===== config.mk =====
export PLATFORM = sky130hd
export DESIGN_NAME = tagged_stack_alu_unit
export DESIGN_NICKNAME = d
export VERILOG_FILES = /design/src/sv/tsa_pkg.sv /design/src/sv/tsa_ram.sv /design/src/sv/tagged_stack_alu_unit.sv
export SDC_FILE = /design/constraint.sdc
export NUM_CORES = 2
export LEC_CHECK = 0
export BUFFER_PORTS_ARGS = -buffer_cell sky130_fd_sc_hd__buf_2
export CORE_ASPECT_RATIO = 1.4
export CORE_MARGIN = 10
export CORE_UTILIZATION = 55
export CTS_BUF_LIST = sky130_fd_sc_hd__clkbuf_8
export CTS_CLUSTER_SIZE = 10
export DETAILED_ROUTE_END_ITERATION = 8
export GPL_TIMING_DRIVEN = 0
export PLACE_DENSITY = 0.75
export SYNTH_ARGS = -nofsm -noshare
export SYNTH_HDL_FRONTEND = slang
export SYNTH_HIERARCHICAL = 1
export SYNTH_SLANG_ARGS = --single-unit

===== constraint.sdc =====
create_clock -name clk -period 11.1 [get_ports clk]
set_input_delay 2.22 -clock clk [delete_from_list [all_inputs] [get_ports clk]]
set_output_delay 2.22 -clock clk [all_outputs]
set_load 0.005 [all_outputs]

===== src/sv/tsa_pkg.sv =====
`default_nettype none

package tsa_pkg;

    localparam int DEF_STACK_DEPTH = 64;
    localparam int DEF_DATA_WIDTH  = 32;

    localparam int KIND_W   = 5;
    localparam int VALUE_W  = 32;
    localparam int STATUS_W = 3;
    localparam int DEPTH_W  = 7;

    typedef enum logic [KIND_W-1:0] {
        K_PUSH  = 5'd0,
        K_ADD   = 5'd1,
        K_SUB   = 5'd2,
        K_MUL   = 5'd3,
        K_DIV   = 5'd4,
        K_MOD   = 5'd5,
        K_GT    = 5'd6,
        K_GE    = 5'd7,
        K_LT    = 5'd8,
        K_LE    = 5'd9,
        K_EQ    = 5'd10,
        K_LAND  = 5'd11,
        K_LOR   = 5'd12,
        K_LNOT  = 5'd13,
        K_BAND  = 5'd14,
        K_BOR   = 5'd15,
        K_BXOR  = 5'd16,
        K_SHIFT = 5'd17,
        K_ISNUM = 5'd18
    } kind_t;

    typedef enum logic [STATUS_W-1:0] {
        ST_OK        = 3'd0,
        ST_UNDERFLOW = 3'd1,
        ST_TYPE      = 3'd2,
        ST_DIV_ZERO  = 3'd3,
        ST_FULL      = 3'd4
    } status_t;

endpackage

`default_nettype wire


===== src/sv/tsa_ram.sv =====
`default_nettype none

module tsa_ram #(
    parameter int WIDTH = 33,
    parameter int DEPTH = 64
) (
    input  wire logic                     clk,
    input  wire logic                     we,
    input  wire logic [$clog2(DEPTH)-1:0] waddr,
    input  wire logic [WIDTH-1:0]         wdata,
    input  wire logic [$clog2(DEPTH)-1:0] raddr,
    output logic      [WIDTH-1:0]         rdata
);

    logic [WIDTH-1:0] mem [DEPTH];

    always_ff @(posedge clk)
    begin
        if (we)
        begin
            mem[waddr] <= wdata;
        end
        rdata <= mem[raddr];
    end

endmodule

`default_nettype wire


===== src/sv/tagged_stack_alu_unit.sv =====
// A push goes through the check and done states; a binary operation reads the top and second
// entries, executes and writes back; mul adds the iteration and fix states, and div or mod also
// take the absolute values of both operands first. One request is in flight at a time; the unit
// returns to idle, ready for the next request, as the result is registered. mul, div and mod take
// one bit per cycle through the shared adder, and the single stack memory port reads the two operands
// one after the other. Reset empties the stack and the output register; the stack memory is not cleared.
`default_nettype none

module tagged_stack_alu_unit #(
    parameter int STACK_DEPTH = tsa_pkg::DEF_STACK_DEPTH,
    parameter int DATA_WIDTH  = tsa_pkg::DEF_DATA_WIDTH
) (
    input  wire logic                               clk,
    input  wire logic                               rst_n,
    input  wire logic                               in_valid,
    output logic                                    in_ready,
    input  wire logic        [tsa_pkg::KIND_W-1:0]  kind,
    input  wire logic signed [tsa_pkg::VALUE_W-1:0] push_value,
    input  wire logic                               push_is_number,
    output logic                                    out_valid,
    input  wire logic                               out_ready,
    output logic        [tsa_pkg::STATUS_W-1:0]     status,
    output logic signed [tsa_pkg::VALUE_W-1:0]      result_value,
    output logic        [tsa_pkg::DEPTH_W-1:0]      stack_depth
);

    import tsa_pkg::*;

    localparam int DW = DATA_WIDTH;
    localparam int AW = $clog2(STACK_DEPTH);
    localparam int CW = $clog2(STACK_DEPTH + 1);
    localparam int SW = $clog2(DATA_WIDTH);
    localparam int IW = $clog2(DATA_WIDTH);

    typedef enum logic [3:0] {
        S_IDLE,
        S_CHECK,
        S_TOP,
        S_SEC,
        S_EXEC,
        S_ABSA,
        S_ABSB,
        S_ITER,
        S_FIX,
        S_WB,
        S_DONE
    } state_t;

    state_t          state_reg;
    kind_t           kind_reg;
    logic [DW-1:0]   pv_reg;
    logic            ptag_reg;
    logic [CW-1:0]   cnt_reg;
    logic [DW-1:0]   a_reg;
    logic [DW-1:0]   b_reg;
    logic            tag_reg;
    logic            neg_a_reg;
    logic            neg_b_reg;
    logic [DW-1:0]   acc_reg;
    logic [DW-1:0]   work_reg;
    logic [IW-1:0]   iter_reg;
    logic [DW-1:0]   r_reg;
    status_t         st_pend_reg;
    logic [DW-1:0]   res_pend_reg;
    logic            out_valid_reg;
    status_t         status_reg;
    logic [VALUE_W-1:0] result_reg;
    logic [DEPTH_W-1:0] depth_reg;

    logic [DW:0]     add_x;
    logic [DW:0]     add_y;
    logic            add_sub;
    logic [DW:0]     add_sum;

    logic [DW:0]     ram_rdata;
    logic [DW:0]     ram_wdata;
    logic [AW-1:0]   ram_waddr;
    logic [AW-1:0]   ram_raddr;
    logic            ram_we;

    logic            need_two;
    logic            kind_known;
    logic            is_push;
    logic            full;
    logic [CW-1:0]   cnt_m1;
    logic [CW-1:0]   cnt_m2;
    logic [CW-1:0]   wb_cnt;
    logic [DW-1:0]   top_val;
    logic            top_tag;
    logic [DW-1:0]   exec_r;
    logic [DW-1:0]   shift_r;
    logic signed [DW-1:0] a_signed;
    logic            lt_ab;
    logic            eq_ab;
    logic            div_bit;
    logic [DW:0]     div_trial;
    logic [DW-1:0]   dw_limit;
    logic [DW+VALUE_W-1:0] push_ext;
    logic [DW+VALUE_W-1:0] res_ext;
    logic [CW+DEPTH_W-1:0] cnt_ext;

    tsa_ram #(
        .WIDTH(DW + 1),
        .DEPTH(STACK_DEPTH)
    ) u_stack_ram (
        .clk  (clk),
        .we   (ram_we),
        .waddr(ram_waddr),
        .wdata(ram_wdata),
        .raddr(ram_raddr),
        .rdata(ram_rdata)
    );

    assign push_ext   = {{DW{push_value[VALUE_W-1]}}, push_value};
    assign res_ext    = {{VALUE_W{1'b0}}, res_pend_reg};
    assign cnt_ext    = {{DEPTH_W{1'b0}}, cnt_reg};
    assign dw_limit   = DW'(DATA_WIDTH);
    assign need_two   = !(kind_reg == K_LNOT || kind_reg == K_ISNUM);
    assign kind_known = (kind_reg <= K_ISNUM);
    assign is_push    = (kind_reg == K_PUSH);
    assign full       = (cnt_reg == CW'(STACK_DEPTH));
    assign cnt_m1     = cnt_reg - CW'(1);
    assign cnt_m2     = cnt_reg - CW'(2);
    assign wb_cnt     = need_two ? cnt_m2 : cnt_m1;
    assign top_val    = ram_rdata[DW-1:0];
    assign top_tag    = ram_rdata[DW];
    assign a_signed   = a_reg;
    assign div_trial  = {acc_reg, work_reg[DW-1]};

    assign ram_raddr = (state_reg == S_TOP) ? cnt_m2[AW-1:0] : cnt_m1[AW-1:0];
    assign ram_we    = ((state_reg == S_CHECK) && is_push && !full) || (state_reg == S_WB);
    assign ram_waddr = (state_reg == S_WB) ? wb_cnt[AW-1:0] : cnt_reg[AW-1:0];
    assign ram_wdata = (state_reg == S_WB) ? {1'b1, r_reg} : {ptag_reg, pv_reg};

    // Shared adder: data adds and subtracts, ordering compares, negations and iteration steps.
    always_comb
    begin
        add_x   = '0;
        add_y   = '0;
        add_sub = 1'b0;
        unique case (state_reg)
            S_EXEC:
            begin
                if (kind_reg == K_SHIFT)
                begin
                    add_y   = {b_reg[DW-1], b_reg};
                    add_sub = 1'b1;
                end
                else
                begin
                    add_x   = {a_reg[DW-1], a_reg};
                    add_y   = {b_reg[DW-1], b_reg};
                    add_sub = (kind_reg != K_ADD);
                end
            end
            S_ABSA:
            begin
                add_y   = {1'b0, a_reg};
                add_sub = 1'b1;
            end
            S_ABSB:
            begin
                add_y   = {1'b0, b_reg};
                add_sub = 1'b1;
            end
            S_ITER:
            begin
                if (kind_reg == K_MUL)
                begin
                    add_x = {1'b0, acc_reg[DW-2:0], 1'b0};
                    add_y = {1'b0, work_reg[DW-1] ? a_reg : {DW{1'b0}}};
                end
                else
                begin
                    add_x   = div_trial;
                    add_y   = {1'b0, b_reg};
                    add_sub = 1'b1;
                end
            end
            S_FIX:
            begin
                add_y   = {1'b0, (kind_reg == K_DIV) ? work_reg : acc_reg};
                add_sub = 1'b1;
            end
            default:
            begin
                add_sub = 1'b0;
            end
        endcase
        add_sum = add_x + (add_y ^ {(DW + 1){add_sub}}) + (DW + 1)'(add_sub);
    end

    assign div_bit = !add_sum[DW];
    assign lt_ab   = add_sum[DW];
    assign eq_ab   = (a_reg == b_reg);

    // A positive count shifts left; otherwise the adder supplies the negated count.
    always_comb
    begin
        if (!b_reg[DW-1] && (b_reg != '0))
        begin
            shift_r = (b_reg < dw_limit) ? (a_reg << b_reg[SW-1:0]) : '0;
        end
        else if (add_sum[DW-1:0] < dw_limit)
        begin
            shift_r = a_signed >>> add_sum[SW-1:0];
        end
        else
        begin
            shift_r = {DW{a_reg[DW-1]}};
        end
    end

    always_comb
    begin
        unique case (kind_reg)
            K_ADD, K_SUB: exec_r = add_sum[DW-1:0];
            K_GT:         exec_r = DW'(!lt_ab && !eq_ab);
            K_GE:         exec_r = DW'(!lt_ab);
            K_LT:         exec_r = DW'(lt_ab);
            K_LE:         exec_r = DW'(lt_ab || eq_ab);
            K_EQ:         exec_r = DW'(eq_ab);
            K_LAND:       exec_r = DW'((a_reg != '0) && (b_reg != '0));
            K_LOR:        exec_r = DW'((a_reg != '0) || (b_reg != '0));
            K_LNOT:       exec_r = DW'(b_reg == '0);
            K_BAND:       exec_r = a_reg & b_reg;
            K_BOR:        exec_r = a_reg | b_reg;
            K_BXOR:       exec_r = a_reg ^ b_reg;
            K_SHIFT:      exec_r = shift_r;
            K_ISNUM:      exec_r = DW'(tag_reg);
            default:      exec_r = '0;
        endcase
    end

    always_ff @(posedge clk or negedge rst_n)
    begin
        if (!rst_n)
        begin
            state_reg     <= S_IDLE;
            cnt_reg       <= '0;
            out_valid_reg <= 1'b0;
            status_reg    <= ST_OK;
            result_reg    <= '0;
            depth_reg     <= '0;
        end
        else
        begin
            if (out_valid_reg && out_ready && (state_reg != S_DONE))
            begin
                out_valid_reg <= 1'b0;
            end
            unique case (state_reg)
                S_IDLE:
                begin
                    if (in_valid)
                    begin
                        kind_reg  <= kind_t'(kind);
                        pv_reg    <= push_ext[DW-1:0];
                        ptag_reg  <= push_is_number;
                        state_reg <= S_CHECK;
                    end
                end
                S_CHECK:
                begin
                    st_pend_reg  <= ST_OK;
                    res_pend_reg <= '0;
                    state_reg    <= S_DONE;
                    if (is_push)
                    begin
                        if (full)
                        begin
                            st_pend_reg <= ST_FULL;
                        end
                        else
                        begin
                            cnt_reg      <= cnt_reg + CW'(1);
                            res_pend_reg <= pv_reg;
                        end
                    end
                    else if (!kind_known)
                    begin
                        if (cnt_reg != '0)
                        begin
                            state_reg <= S_TOP;
                        end
                    end
                    else if ((cnt_reg == '0) || (need_two && (cnt_reg < CW'(2))))
                    begin
                        st_pend_reg <= ST_UNDERFLOW;
                    end
                    else
                    begin
                        state_reg <= S_TOP;
                    end
                end
                S_TOP:
                begin
                    b_reg   <= top_val;
                    tag_reg <= top_tag;
                    if (!kind_known)
                    begin
                        res_pend_reg <= top_val;
                        state_reg    <= S_DONE;
                    end
                    else if ((kind_reg != K_ISNUM) && !top_tag)
                    begin
                        st_pend_reg <= ST_TYPE;
                        state_reg   <= S_DONE;
                    end
                    else if (need_two)
                    begin
                        state_reg <= S_SEC;
                    end
                    else
                    begin
                        state_reg <= S_EXEC;
                    end
                end
                S_SEC:
                begin
                    a_reg <= top_val;
                    if (!top_tag)
                    begin
                        st_pend_reg <= ST_TYPE;
                        state_reg   <= S_DONE;
                    end
                    else
                    begin
                        state_reg <= S_EXEC;
                    end
                end
                S_EXEC:
                begin
                    neg_a_reg <= a_reg[DW-1];
                    neg_b_reg <= b_reg[DW-1];
                    acc_reg   <= '0;
                    iter_reg  <= IW'(DATA_WIDTH - 1);
                    if (kind_reg == K_DIV || kind_reg == K_MOD)
                    begin
                        if (b_reg == '0)
                        begin
                            st_pend_reg <= ST_DIV_ZERO;
                            state_reg   <= S_DONE;
                        end
                        else
                        begin
                            state_reg <= S_ABSA;
                        end
                    end
                    else if (kind_reg == K_MUL)
                    begin
                        work_reg  <= b_reg;
                        state_reg <= S_ITER;
                    end
                    else
                    begin
                        r_reg     <= exec_r;
                        state_reg <= S_WB;
                    end
                end
                S_ABSA:
                begin
                    work_reg  <= neg_a_reg ? add_sum[DW-1:0] : a_reg;
                    state_reg <= S_ABSB;
                end
                S_ABSB:
                begin
                    b_reg     <= neg_b_reg ? add_sum[DW-1:0] : b_reg;
                    state_reg <= S_ITER;
                end
                S_ITER:
                begin
                    if (kind_reg == K_MUL)
                    begin
                        acc_reg  <= add_sum[DW-1:0];
                        work_reg <= {work_reg[DW-2:0], 1'b0};
                    end
                    else
                    begin
                        acc_reg  <= div_bit ? add_sum[DW-1:0] : div_trial[DW-1:0];
                        work_reg <= {work_reg[DW-2:0], div_bit};
                    end
                    iter_reg <= iter_reg - IW'(1);
                    if (iter_reg == '0)
                    begin
                        state_reg <= S_FIX;
                    end
                end
                S_FIX:
                begin
                    priority if (kind_reg == K_MUL)
                    begin
                        r_reg <= acc_reg;
                    end
                    else if (kind_reg == K_DIV)
                    begin
                        r_reg <= (neg_a_reg ^ neg_b_reg) ? add_sum[DW-1:0] : work_reg;
                    end
                    else
                    begin
                        r_reg <= neg_a_reg ? add_sum[DW-1:0] : acc_reg;
                    end
                    state_reg <= S_WB;
                end
                S_WB:
                begin
                    cnt_reg      <= wb_cnt + CW'(1);
                    st_pend_reg  <= ST_OK;
                    res_pend_reg <= r_reg;
                    state_reg    <= S_DONE;
                end
                S_DONE:
                begin
                    if (!out_valid_reg || out_ready)
                    begin
                        out_valid_reg <= 1'b1;
                        status_reg    <= st_pend_reg;
                        result_reg    <= (st_pend_reg == ST_OK) ? res_ext[VALUE_W-1:0] : '0;
                        depth_reg     <= cnt_ext[DEPTH_W-1:0];
                        state_reg     <= S_IDLE;
                    end
                end
                default:
                begin
                    state_reg <= S_IDLE;
                end
            endcase
        end
    end

    assign in_ready     = (state_reg == S_IDLE);
    assign out_valid    = out_valid_reg;
    assign status       = status_reg;
    assign result_value = result_reg;
    assign stack_depth  = depth_reg;

    a_depth_bound: assert property (@(posedge clk) disable iff (!rst_n)
        cnt_reg <= CW'(STACK_DEPTH))
        else $error("stack count beyond depth");

    a_busy_after_accept: assert property (@(posedge clk) disable iff (!rst_n)
        in_valid && in_ready |=> !in_ready)
        else $error("request accepted while an item is in flight");

    a_error_zero: assert property (@(posedge clk) disable iff (!rst_n)
        out_valid && (status != ST_OK) |-> result_value == '0)
        else $error("nonzero result on an error status");

    a_iter_run: assert property (@(posedge clk) disable iff (!rst_n)
        (state_reg == S_ITER) && (iter_reg != '0) |=> state_reg == S_ITER)
        else $error("iteration left early");

    a_underflow_depth: assert property (@(posedge clk) disable iff (!rst_n)
        out_valid && (status == ST_UNDERFLOW) |-> stack_depth < DEPTH_W'(2))
        else $error("underflow reported with two or more entries");

endmodule

`default_nettype wire

* After elaboration in Yosys (flattened, before gate mapping) *
Memories as Yosys holds them, arrays and structs flattened. A register that Yosys moved wholly into a read port is not among the register bits.
Index checks and enable logic that the tools add are counted.

operators by class
  add/subtract/negate cells = 7
  $lt $le $gt $ge = 4
  equality and inequality tests = 48
  shift-type cells = 2
  multiplexer cells = 74
  bitwise operators = 5
  reductions and logical operators = 54

operators with widths
  operator                                                     count
  2-to-1 mux 32 bit                                            22
  one-hot mux 32 bit (14 select lines)                         1
  one-hot mux 32 bit (2 select lines)                          3
  one-hot mux 32 bit (3 select lines)                          2
  one-hot mux 33 bit (5 select lines)                          1
  2-to-1 mux 33 bit                                            3
  one-hot mux 33 bit (2 select lines)                          1
  less-than comparator 32 x 6 -> 1 bit, second input constant  2
  nonzero test 32 bit                                          2
  2-to-1 mux 4 bit                                             13
  one-hot mux 4 bit (11 select lines)                          1
  equality test 5 x 4 -> 1 bit, second input constant          8
  adder 33 x 1 -> 33 bit                                       1
  adder 33 bit                                                 1
  bitwise XOR 33 bit                                           1
  AND 32 bit                                                   1
  equality test 32 bit                                         1
  logical NOT 32 bit                                           1
  OR 32 bit                                                    1
  << shifter 32 x 5 -> 32 bit                                  1
  >>> shifter 32 x 5 -> 32 bit                                 1
  bitwise XOR 32 bit                                           1
  inequality test 2 bit, second input constant                 14
  2-to-1 mux 3 bit                                             8
  other kinds (44)                                             103

storage, ports and cells
  register bits after elaboration = 295
  bits in writable memories = 2112
  bits of input ports = 42
  output and inout bits = 44
  word-level logic and storage cells = 215
  memories = 1

memory list
  memory           words  bits a word  rd ports  clocked after memory_dff  wr ports  RTL line       source
  u_stack_ram.mem  64     33           1         1                         1         tsa_ram.sv:15  logic [WIDTH-1:0] mem [DEPTH];

* Longest topological paths before layout *
  depth after elaboration = 13
  depth in mapped cells = 24

* By module *
The synthesis kept the hierarchy.

modules (own cells, without submodules)
  module                 times used  cells each  area an instance (um^2)
  tsa_ram                1           3598        81192.9
  tagged_stack_alu_unit  1           2832        24209.5

* Worst setup path after synthesis *
Ideal clock, no wire load.

  path type = register -> register
  start point = register kind_reg[3]
  end point = register r_reg[3] (data pin)
  setup time = 269 ps
  arrival time = 5596 ps
  data required time = 10831 ps
  path slack = 5235 ps
  stages on the path, launching flop included = 23
  path buffers = 4
  clock period less this slack = 5865 ps
  cell sequence = edfxtp_1 -> buf_6 -> or3b_1 -> nor2_1 -> clkbuf_1 -> nand2_1 -> a21oi_1 -> a221oi_1 -> mux2i_1 -> ha_1 -> clkbuf_1 -> nor2_1 -> o311ai_0 -> a21boi_0 -> o41ai_1 -> xor2_1 -> nor4_1 -> nand4_1 -> nor4b_4 -> nand4_1 -> buf_2 -> a211oi_1 -> o31ai_1

between the ends
  cells in the longest elaborated chain, start to end = 13
  elaborated cells between the ends (all ways) = 43
  those cells by class = 2 x add/sub; 1 x order compare; 18 x eq/ne; 1 x shift; 19 x mux; 1 x bitwise; 1 x reduce/logical

ends and longest elaborated chain
  item                                                                                       RTL line                                                    source
  start: declaration                                                                         tagged_stack_alu_unit.sv:50                                 kind_t kind_reg;
  start signal: assignment                                                                   tagged_stack_alu_unit.sv:257                                kind_reg <= kind_t'(kind);
  equality test 5 x 3 -> 1 bit (tied with other cells)                                       tagged_stack_alu_unit.sv:182, tagged_stack_alu_unit.sv:395
  2-to-1 mux 32 bit (tied with other cells)                                                  tagged_stack_alu_unit.sv:182                                add_y = {1'b0, (kind_reg == K_DIV) ? work_reg : acc_reg};
  one-hot mux 33 bit (5 select lines) or one-hot mux 1 bit (3 select lines) (tied branches)  tagged_stack_alu_unit.sv:141                                unique case (state_reg)
  bitwise XOR 33 bit                                                                         tagged_stack_alu_unit.sv:190                                add_sum = add_x + (add_y ^ {(DW + 1){add_sub}}) + (DW + 1)'(add_sub);
  adder 33 bit                                                                               tagged_stack_alu_unit.sv:190
  adder 33 x 1 -> 33 bit                                                                     tagged_stack_alu_unit.sv:190
  less-than comparator 32 x 6 -> 1 bit or >>> shifter 32 x 5 -> 32 bit (tied branches)       tagged_stack_alu_unit.sv:204, tagged_stack_alu_unit.sv:206
  2-to-1 mux 32 bit                                                                          tagged_stack_alu_unit.sv:204                                else if (add_sum[DW-1:0] < dw_limit)
  2-to-1 mux 32 bit                                                                          tagged_stack_alu_unit.sv:200                                if (!b_reg[DW-1] && (b_reg != '0))
  one-hot mux 32 bit (14 select lines)                                                       tagged_stack_alu_unit.sv:216                                unique case (kind_reg)
  2-to-1 mux 32 bit                                                                          tagged_stack_alu_unit.sv:350                                else if (kind_reg == K_MUL)
  2-to-1 mux 32 bit                                                                          tagged_stack_alu_unit.sv:338                                if (kind_reg == K_DIV || kind_reg == K_MOD)
  one-hot mux 32 bit (2 select lines) *                                                      tagged_stack_alu_unit.sv:252                                unique case (state_reg)
  end signal: assignment                                                                     tagged_stack_alu_unit.sv:357                                r_reg <= exec_r;
  end signal: assignment                                                                     tagged_stack_alu_unit.sv:393                                r_reg <= acc_reg;
  end signal: assignment                                                                     tagged_stack_alu_unit.sv:397                                r_reg <= (neg_a_reg ^ neg_b_reg) ? add_sum[DW-1:0] : work_reg;
  end: declaration                                                                           tagged_stack_alu_unit.sv:62                                 logic [DW-1:0] r_reg;

Mark *: on every way between the ends. The rest lies on a longest branch, timed or not. The select of a mux whose other input is x is not followed.
A chain may end at the register's enable or synchronous reset.

* Worst setup path after layout *
  start point = register kind_reg[0]
  end point = register r_reg[15] (data pin)

Same word-level chain as after synthesis.

==> impl_metrics.csv <==
group,metric,value,unit
critical_path,cp_top_family,"simple AND/OR/NAND/NOR gates",
synth,syn_area_per_cell,16.4,sq um
finish,final_common_cell,"edfxtp_1",
critical_path,crit_buf_inv,5,
critical_path,path_class,"flip-flop to flip-flop",
timing,fin_skew,73.5,ps
power_and_ir_drop,p_leak,0.0395,uW
critical_path,cp.arrival,11160,ps
power_and_ir_drop,powerDensity,329,nW/um^2
finish,final_cell_count_no_fill,9795,
finish,top_regs,"u_stack_ram/mem (2112), u_stack_ram/rdata (33)",
power_and_ir_drop,ir_worst_vdd,0.000267,V
place,dp_cells,9144,
route,dr.pass1.iters,9,
timing,drv_slew,78,
route,drt_iter0_drc,11591,
global_routing,grt.busiest_layer,"met2",
synth,async_flop_share,2.21,%
place,gp_congestion,1.09,
finish,regMostFlops,"u_stack_ram/mem",
finish,final_net_count,7156,
synth,synth_cell_types,104,
critical_path,required,11770,ps
floorplan,coreArea,191000,sq um
critical_path,r2r_cells,22,
floorplan,ios,86,
route,antenna_left,0,
place,dp_hpwl,311000,microns
floorplan,die_area,210000,sq um
clock_tree,cts_tree,"built",
synth,yosys-top-cells-area,"edfxtp_1, mux4_2, nand2_1, mux2i_1, dfrtp_1",
route,wire_per_inst,43.3,microns
finish,synthToLayoutAreaGrowth,12.7,%
synth,synth_seq_cells,2440,
timing,setup_violations,0,
timing,worst_slack,603,ps
critical_path,cp-startpoint,"kind_reg[0]",
clock_tree,cts_buffer_depth,4,
floorplan,rows,190,
place,place_ws,1170,ps
global_routing,antenna_found_initial,31,
worst_hold_path,min_path_type,"flip-flop to flip-flop",
critical_path,r2r-start,"kind_reg[0]",
timing,min_period,10500,ps
global_routing,grt_pass1_wl,573000,microns
synth,synth-seq-area-share,68.9,%
global_routing,grtUsageMet2,65.4,%
synth,synthesis.nets,6574,
timing,rsz0062_at_grt,"no",
critical_path,end_kind,"flip-flop",
global_routing,grtUsageMet3,9.59,%
critical_path,start_kind,"flip-flop",
clock_tree,post_cts_resize_count,0,
route,drc,14,
timing,relSlewSlack,-14.3,%
timing,worst_pin_slew,1710,ps
floorplan,fp.dieH,538,microns
clock_tree,clk_latency,1010,ps
clock_tree,clock_sinks,2440,
critical_path,cpMaxStageDelayCell,"nand4b_1",
floorplan,die_w,390,microns
timing,max_freq,95.3,MHz
critical_path,critical-path-max-stage-delay,950,ps
synth,ys_warn_count,6,
synth,syn_area,105000,sq um
floorplan,initial_core_util,55.1,%
finish,layout_common_cells,"edfxtp_1, nand2_1, mux4_2",
synth,synth_area_leader_cell,"edfxtp_1",
route,vias_per_cell,7.17,
global_routing,grt_pass1_vias,68504,
critical_path,r2r_setup_slack,600,ps
finish,largest_register_ffs,2112,
global_routing,grt.met1_usage,43.3,%
route,wl,425000,microns
global_routing,overflow,0,
critical_path,worstPathCellList,"clkbuf_1 -> nor2_1 -> nand2_1 -> clkbuf_1 -> clkbuf_1 -> o21ai_0 -> a222oi_1 -> mux2i_1 -> ha_1 -> clkbuf_1 -> a21oi_1 -> o21ai_1 -> a221oi_1 -> o21ai_0 -> a221oi_1 -> nand4b_1 -> or4b_4 -> nor4_4 -> nand4_1 -> clkbuf_1 -> a21oi_1 -> o31ai_1",
critical_path,timing.rr.end,"r_reg[15]",
clock_tree,cts.clk_slew.worst_paths,60,ps
critical_path,crit_top_cell,"clkbuf_1",
finish,drive_above_1_share,20.8,%
clock_tree,ctsHoldBuffers,0,
outcome,status,"finished with violations",
synth,synth_ff_type,"edfxtp_1",
timing,hold_violations,0,
run,maxCapViolations,11,
place,io_buffers,85,
synth,postSynthCellCount,6430,
timing,setup_tns,0,ps
clock_tree,cts_htree_levels,5,
outcome,violations,"DRC, capacitance limit, slew limit",
critical_path,crit_end,"r_reg[15]",
clock_tree,postCtsSetupBuffers,0,
synth,synth_top_area_share,67.0,%
critical_path,cp_max_fo,10,
route,vias,70225,
synth,synth_edf_count,2353,
clock_tree,cts-root-buf,"clkbuf_8",
timing,finalCritPeriodShare,94.6,%
global_routing,grt_start_max_net_pins,65,
global_routing,grtUsageTotal,40.2,%
clock_tree,numCtsBuffers,361,
critical_path,cp_num_cells,22,
[worst min-delay path: stages (launching register included)]
cell	delay [ps]
dfrtp_1	340
nand2_1	40
o21ai_0	50
[power breakdown]
group	leakage [uW]	total [uW]	internal, uW	switching (uW)
logic	0.0136	20900	6710	14200
clock network	0.00369	6780	3290	3490
registers	0.0222	11300	10900	449
total	0.0395	39000	20900	18200
[final cells by class]
class | count | area, sq um
antenna | 19 | 47.5
buffer | 460 | 2190
clock buffer | 377 | 5190
clock inverter | 254 | 1280
fill | 13390 | 72300
inverter | 123 | 462
multi-input combinational | 3407 | 30800
sequential | 2440 | 72700
tap | 2496 | 3120
timing repair buffer | 219 | 3010
[routing by layer]
layer / vias to the layer above / part of all wire, %
met5: - / 0.041
li1: 27261 / -
met1: 35346 / 30
met2: 5871 / 47
met4: 18 / 12
met3: 1729 / 11
[cell usage after synthesis, types with 59 or more instances]
cell / n
a22oi_1: 137
edfxtp_1: 2353
nor2_1: 223
nand3_1: 140
o21ai_0: 225
buf_2: 68
mux2i_1: 182
o221ai_1: 88
a221oi_1: 59
nand2_1: 590
o22ai_1: 83
clkbuf_1: 301
nand4_1: 67
inv_1: 120
ha_1: 101
nor3_1: 67
mux4_2: 515
a21oi_1: 241
[kinds of logic (layout without fill, tap and decap cells)]
group | Yosys count | after routing | synth area share (%)
AO/OA/AOI/OAI | 1217 | 1217 | 8.09
XOR/XNOR | 46 | 46 | 0.382
adder cells (fa/ha/maj) | 102 | 102 | 1.22
buffers and inverters | 583 | 1433 | 2.51
flip-flops | 2440 | 2440 | 68.9
multiplexers | 729 | 729 | 13.1
other | 0 | 19 | 0
AND/OR/NAND/NOR | 1313 | 1313 | 5.78
[how the worst min path moves through the flow]
stage	startpoint	to	slack (ps)	cells past startpoint
final	result_value[31]	result_value[31]	470	2
after global routing	result_value[27]	result_value[27]	500	2
after CTS	stack_depth[2]	stack_depth[2]	480	2
after detailed placement	stack_depth[2]	stack_depth[2]	460	2
after global placement	result_value[31]	result_value[31]	460	2
after floorplan	u_stack_ram/rdata[11]	a_reg[11]	430	0
[per-stage QoR]
stage                     utilization [%]  hold WS [ps]  power [uW]  cell area (sq um)
final                                62.2           469       39000             119000
after global routing                 62.1           505       39600             119000
after CTS                            62.1           478       38200             119000
after detailed placement             58.7           465       31500             112000
after global placement               57.0           459       31000             109000
after floorplan                         -           425       22500             105000
(Power assumes the default switching activity.)
